**src/hw/rtl/yuv565_pkg.sv**
```systemverilog
// ----------------------------------------------------------------------------
// yuv565_pkg
// Constants and helpers for the YUV to dithered RGB565 converter.
// ----------------------------------------------------------------------------
package yuv565_pkg;

    localparam int unsigned SampleW = 8;
    localparam int unsigned PhaseW  = 2;
    localparam int unsigned PixelW  = 16;

    // Limited-range luma expansion
    localparam logic signed [8:0]  LumaOffset = 9'sd16;
    localparam logic signed [9:0]  LumaGain   = 10'sd298;

    // BT.601 chroma coefficients, scaled by 1024
    localparam logic signed [8:0]  ChromaOffset = 9'sd128;
    localparam logic signed [11:0] CoefRedV     = 12'sd1436;
    localparam logic signed [11:0] CoefGreenU   = -12'sd352;
    localparam logic signed [11:0] CoefGreenV   = -12'sd731;
    localparam logic signed [11:0] CoefBlueU    = 12'sd1815;

    typedef logic signed [11:0] wide_t;
    typedef logic signed [4:0]  dither_t;

    // Signed 4x4 ordered-dither matrix, indexed by row then column
    function automatic dither_t bayer_value(input logic [PhaseW-1:0] row,
                                            input logic [PhaseW-1:0] col);
        dither_t d;
        d = 5'sd0;
        case ({row, col})
            4'h0: d = -5'sd8;
            4'h1: d =  5'sd0;
            4'h2: d = -5'sd6;
            4'h3: d =  5'sd2;
            4'h4: d =  5'sd4;
            4'h5: d = -5'sd4;
            4'h6: d =  5'sd6;
            4'h7: d = -5'sd2;
            4'h8: d = -5'sd5;
            4'h9: d =  5'sd3;
            4'hA: d = -5'sd7;
            4'hB: d =  5'sd1;
            4'hC: d =  5'sd7;
            4'hD: d = -5'sd1;
            4'hE: d =  5'sd5;
            4'hF: d = -5'sd3;
            default: d = 5'sd0;
        endcase
        return d;
    endfunction

    // Saturate a signed value to 0..255
    function automatic logic [SampleW-1:0] clamp_u8(input wide_t v);
        logic [SampleW-1:0] r;
        if (v < 0)
            r = '0;
        else if (v > wide_t'(255))
            r = '1;
        else
            r = v[SampleW-1:0];
        return r;
    endfunction

endpackage

```
**src/hw/rtl/yuv_to_rgb565_dither_core.sv**
```systemverilog
// Pipeline: the accepting edge loads the input register; done and pixel_565 come
// from the result register, which is loaded from the input register.
// Throughput: one pixel per clock; busy is held low, so start may stay high.
// The input register and the result register bound the single conversion pass.
// Reset: rst_n clears the valid flags at once; the data registers are not reset.
// ----------------------------------------------------------------------------
// yuv_to_rgb565_dither_core
// Limited-range YUV pixel to ordered-dither RGB565 word, one pixel per clock.
// ----------------------------------------------------------------------------
module yuv_to_rgb565_dither_core (
    input  logic                           clk,
    input  logic                           rst_n,
    input  logic                           start,
    output logic                           busy,
    input  logic [yuv565_pkg::SampleW-1:0] luma,
    input  logic [yuv565_pkg::SampleW-1:0] chroma_blue,
    input  logic [yuv565_pkg::SampleW-1:0] chroma_red,
    input  logic [yuv565_pkg::PhaseW-1:0]  column_phase,
    input  logic [yuv565_pkg::PhaseW-1:0]  row_phase,
    output logic                           done,
    output logic [yuv565_pkg::PixelW-1:0]  pixel_565
);
    import yuv565_pkg::*;

    logic                in_vld_reg;
    logic [SampleW-1:0]  luma_reg;
    logic [SampleW-1:0]  cb_reg;
    logic [SampleW-1:0]  cr_reg;
    logic [PhaseW-1:0]   col_reg;
    logic [PhaseW-1:0]   row_reg;
    logic                done_reg;
    logic [PixelW-1:0]   pixel_reg;
    logic [PixelW-1:0]   pixel_next;
    logic                accept;

    // every cycle is free: the pipeline never holds
    assign busy   = 1'b0;
    assign accept = start && !busy;

    always_ff @(posedge clk or negedge rst_n)
    begin
        if (!rst_n)
        begin
            in_vld_reg <= 1'b0;
            done_reg   <= 1'b0;
        end
        else
        begin
            in_vld_reg <= accept;
            done_reg   <= in_vld_reg;
        end
    end

    always_ff @(posedge clk)
    begin
        if (accept)
        begin
            luma_reg <= luma;
            cb_reg   <= chroma_blue;
            cr_reg   <= chroma_red;
            col_reg  <= column_phase;
            row_reg  <= row_phase;
        end
        if (in_vld_reg)
        begin
            pixel_reg <= pixel_next;
        end
    end

    yuv565_pixel_math u_math (
        .luma         (luma_reg),
        .chroma_blue  (cb_reg),
        .chroma_red   (cr_reg),
        .column_phase (col_reg),
        .row_phase    (row_reg),
        .pixel_565    (pixel_next)
    );

    assign done      = done_reg;
    assign pixel_565 = pixel_reg;

`ifndef ASSERT_OFF
    a_word_delivered: assert property (@(posedge clk) disable iff (!rst_n)
        accept |-> ##2 done)
        else $error("accepted word not delivered after two cycles");

    a_no_spurious_done: assert property (@(posedge clk) disable iff (!rst_n)
        done |-> $past(in_vld_reg))
        else $error("done without a word in the input register");

    a_stage_advance: assert property (@(posedge clk) disable iff (!rst_n)
        in_vld_reg |=> done_reg)
        else $error("input register word did not advance to result");
`endif

endmodule

```
**src/hw/rtl/yuv565_pixel_math.sv**
```systemverilog
// ----------------------------------------------------------------------------
// yuv565_pixel_math
// Combinational colour conversion, dither and 5-6-5 packing of one pixel.
// ----------------------------------------------------------------------------
module yuv565_pixel_math (
    input  logic [yuv565_pkg::SampleW-1:0] luma,
    input  logic [yuv565_pkg::SampleW-1:0] chroma_blue,
    input  logic [yuv565_pkg::SampleW-1:0] chroma_red,
    input  logic [yuv565_pkg::PhaseW-1:0]  column_phase,
    input  logic [yuv565_pkg::PhaseW-1:0]  row_phase,
    output logic [yuv565_pkg::PixelW-1:0]  pixel_565
);
    import yuv565_pkg::*;

    logic signed [8:0]  y_diff;
    logic signed [8:0]  u_diff;
    logic signed [8:0]  v_diff;
    logic signed [18:0] y_prod;
    logic signed [20:0] rv_prod;
    logic signed [20:0] gu_prod;
    logic signed [20:0] gv_prod;
    logic signed [20:0] bu_prod;
    logic [7:0]         y_full;
    wide_t              r_sum;
    wide_t              g_sum;
    wide_t              b_sum;
    logic [7:0]         r_sat;
    logic [7:0]         g_sat;
    logic [7:0]         b_sat;
    wide_t              dith;
    logic [7:0]         r_out;
    logic [7:0]         g_out;
    logic [7:0]         b_out;

    always_comb
    begin
        y_diff  = $signed({1'b0, luma}) - LumaOffset;
        u_diff  = $signed({1'b0, chroma_blue}) - ChromaOffset;
        v_diff  = $signed({1'b0, chroma_red}) - ChromaOffset;

        y_prod  = y_diff * LumaGain;
        rv_prod = v_diff * CoefRedV;
        gu_prod = u_diff * CoefGreenU;
        gv_prod = v_diff * CoefGreenV;
        bu_prod = u_diff * CoefBlueU;

        // drop the fraction bits: floor division by 256 and by 1024
        y_full  = clamp_u8({y_prod[18], y_prod[18:8]});

        r_sum   = $signed({4'b0, y_full}) + {rv_prod[20], rv_prod[20:10]};
        g_sum   = $signed({4'b0, y_full}) + {gu_prod[20], gu_prod[20:10]}
                  + {gv_prod[20], gv_prod[20:10]};
        b_sum   = $signed({4'b0, y_full}) + {bu_prod[20], bu_prod[20:10]};

        r_sat   = clamp_u8(r_sum);
        g_sat   = clamp_u8(g_sum);
        b_sat   = clamp_u8(b_sum);

        dith    = wide_t'(bayer_value(row_phase, column_phase));
        r_out   = clamp_u8($signed({4'b0, r_sat}) + dith);
        g_out   = clamp_u8($signed({4'b0, g_sat}) + dith);
        b_out   = clamp_u8($signed({4'b0, b_sat}) + dith);

        pixel_565 = {r_out[7:3], g_out[7:2], b_out[7:3]};
    end

endmodule

```
**config.mk**
```make
export PLATFORM = sky130hd
export DESIGN_NAME = yuv_to_rgb565_dither_core
export DESIGN_NICKNAME = d
export VERILOG_FILES = /design/src/hw/rtl/yuv565_pkg.sv /design/src/hw/rtl/yuv_to_rgb565_dither_core.sv /design/src/hw/rtl/yuv565_pixel_math.sv
export SDC_FILE = /design/constraint.sdc
export NUM_CORES = 1
export LEC_CHECK = 0
export BUFFER_PORTS_ARGS = -buffer_cell sky130_fd_sc_hd__clkbuf_2
export CAP_MARGIN = 20
export CELL_PAD_IN_SITES_DETAIL_PLACEMENT = 0
export CELL_PAD_IN_SITES_GLOBAL_PLACEMENT = 1
export CORE_MARGIN = 5
export CORE_UTILIZATION = 56
export CTS_BUF_LIST = sky130_fd_sc_hd__clkbuf_4
export DETAILED_ROUTE_END_ITERATION = 6
export PLACE_DENSITY = 0.91
export SKIP_CTS_REPAIR_TIMING = 1
export SLEW_MARGIN = 20
export SYNTH_ARGS = -nofsm -noshare
export SYNTH_HDL_FRONTEND = slang
export SYNTH_SLANG_ARGS = --single-unit
```
**constraint.sdc**
```tcl
create_clock -name clk -period 30.9 [get_ports clk]
set_input_delay 1.545 -clock clk [delete_from_list [all_inputs] [get_ports clk]]
set_output_delay 1.545 -clock clk [all_outputs]
set_load 0.02 [all_outputs]
```
==> results_dict.tcl <==
set metrics [dict create \
    status "finished clean" \
    synth_area_leaders "ha_1 32%, fa_1 15%, edfxtp_1 12%, inv_1 7.4%, xnor2_1 5.5%" \
    cp_data_required_time_ns 31.07 \
    slew_violations 0 \
    register_area_mm2 0.00145 \
    synth-simple-area-share 0.0803 \
    vias_per_cell 5.37 \
    drc_errors 0 \
    num_antenna_cells 0 \
    cts_max_path_buffers 2 \
    synthCells 1206 \
    ys_ff_latch 50 \
    criticalPathCategory "reg -> reg" \
    drtIter0Drc 380 \
    routed_wl_mm 22.3 \
    die_height_um 153 \
    fin_crit_sh 0.357 \
    crit_fanout 12 \
    synthDistinctLibCells 78 \
    die_w_um 153 \
    muxShareOfSynthArea 0.0103 \
    grt-ovfl-total 0 \
    crit_path_end_kind "flop" \
    grt_pass1_wl_mm 38.4 \
    hold_path_class "reg -> reg" \
    track_usage 0.196 \
    area_delta_synth_final_pct 5.31 \
    cts.clk_slew.worst_paths_ns 0.17 \
    setup_violations 0 \
    crit_path_start_kind "flop" \
    cpMaxStageDelayCell "fa_1" \
    setup_tns_ns 0 \
    cp_slowest_stage_delay_ns 0.55 \
    fillers 1777 \
    clk_latency_ns 0.43 \
    grt_pass1_vias 8171 \
    drive_gt1_frac 0.0662 \
    firstDrtPassIters 5 \
    clock-sinks 50 \
    clock.fmax_mhz 90.6 \
    rows 52 \
    grt_max_degree 34 \
    critPathArrivalTime_ns 11.21 \
    layout_common_cells "291 x ha_1, 225 x inv_1, 97 x a21oi_1" \
    async_flop_share 0.0400 \
    cts_tree "yes" \
    yosysTopAreaCell "ha_1" \
    hold_viol 0 \
    synth_warnings 0 \
    numCtsBuffers 5 \
    largest_reg_flops 16 \
    rsz0062_at_grt "no" \
    multi_input_area_mm2 0.00904 \
    utilization 0.596 \
    numPortBuffers 47 \
    root_buffer "clkbuf_4" \
    whs_ns 0.533 \
    ys.flop_type "edfxtp_1" \
    synth_fa_ha_area_frac 0.475 \
    coreArea_mm2 0.0201 \
    dieArea_mm2 0.0233 \
    vias 8182 \
    final_common_cell "ha_1" \
    min_period_ns 11.04 \
    synth.top_cell.area_share 0.320 \
    avgSynthCellArea_um2 9.44 \
    synth_top_family_by_area "adder cells" \
    pin_count 49 \
    place.gp.congestion 0.917 \
    design_area_mm2 0.0120 \
    fin_skew_ns 0.0214 \
    place_area_mm2 0.0119 \
    syn_area_mm2 0.0114 \
    antenna_found_initial 0 \
    drv_cap 0 \
    layout.nets 1662 \
    synth_fp_nets 1615 \
    worst_pin_slew_ns 0.932 \
    synth_compound_area_frac 0.145 \
    hpwl_mm 19.6 \
    synth-xor-area-share 0.0835 \
    ys_seq_area_frac 0.128 \
    synth_edf_count 44 \
    ant_nets 0 \
    h-tree-depth 2 \
    initial_core_util 0.566 \
    slew_headroom 0.378 \
    avgRoutedWirePerCell_um 14.6 \
]
routing by layer:
metal / wire length [um] / vias up / part of all wire / GRT usage
met3: 605 / 14 / 0.027 / 0.0224
met5: 0 / - / 0 / 0
met1: 10800 / 3865 / 0.48 / 0.270
met4: 165 / 0 / 0.0074 / 0.0229
met2: 10700 / 87 / 0.48 / 0.342
li1: - / 4216 / - / -
worst paths after layout:
check / slack, ns / cells past startpoint / startpoint / to
max in group asynchronous: 29.93 / 1 / rst_n / done
min reg2reg: 0.53 / 1 / row_reg[0] / u_math.dith[2]
max: 19.86 / 43 / luma_reg[4] / pixel_565[10]
min in group asynchronous: 0.87 / 1 / rst_n / done
min: 0.53 / 1 / row_reg[0] / u_math.dith[2]
max reg2reg: 19.86 / 43 / luma_reg[4] / pixel_565[10]
cells in the mapped netlist (all sizes together) (3+ instances only):
cell and n:
ha 291, inv 225, a21oi 98, fa 87, xnor2 71, nor2 46, a21o 45, edfxtp 44
xor2 35, nand2 30, o21ai 26, o21a 24, nor3 20, nand3 14, o21bai 14, nand2b 13
nor2b 11, and2 6, and3 6, mux2 6, o211ai 6, or2 6, mux2i 5, buf 4
clkbuf 4, dfxtp 4, nor4b 4, or3 4, nand4 3, o2111ai 3, o211a 3, o31ai 3
worst max-delay path: cells and delay by family (launching register included):
kind | cells | cell delay (ns)
flops | 1 | 0.44
xor+xnor | 1 | 0.10
simple gates | 9 | 1.96
compound gates | 21 | 5.01
buf+inv | 3 | 0.28
fa+ha+maj | 9 | 2.97
cell families (layout without fill, tap and decap cells):
logic type / after synthesis / in the layout
compound gates: 248 / 248
xor+xnor: 107 / 107
fa+ha+maj: 380 / 380
buf+inv: 233 / 281
flops: 50 / 50
mux: 11 / 11
other cells: 1 / 1
simple gates: 176 / 176
metrics by stage:
step / setup slack, ns / instances
floorplan: 20.87 / 1206
global placement: 20.36 / 1516
detailed placement: 19.92 / 1516
CTS: 19.87 / 1524
global route: 18.81 / 1524
finish: 19.86 / 1524
cell type report:
cell class              count  share of cell area
multi-input cells         923               0.755
flip-flops and latches     50               0.121
inverters                 225              0.0705
well taps                 270              0.0282
repair buffers             48              0.0202
clock buffers               5             0.00313
clock inverters             3             0.00240
Power is left out: the tool's default activity adds up to more than one toggle a clock period on the data nets, which glitch-free logic cannot reach.
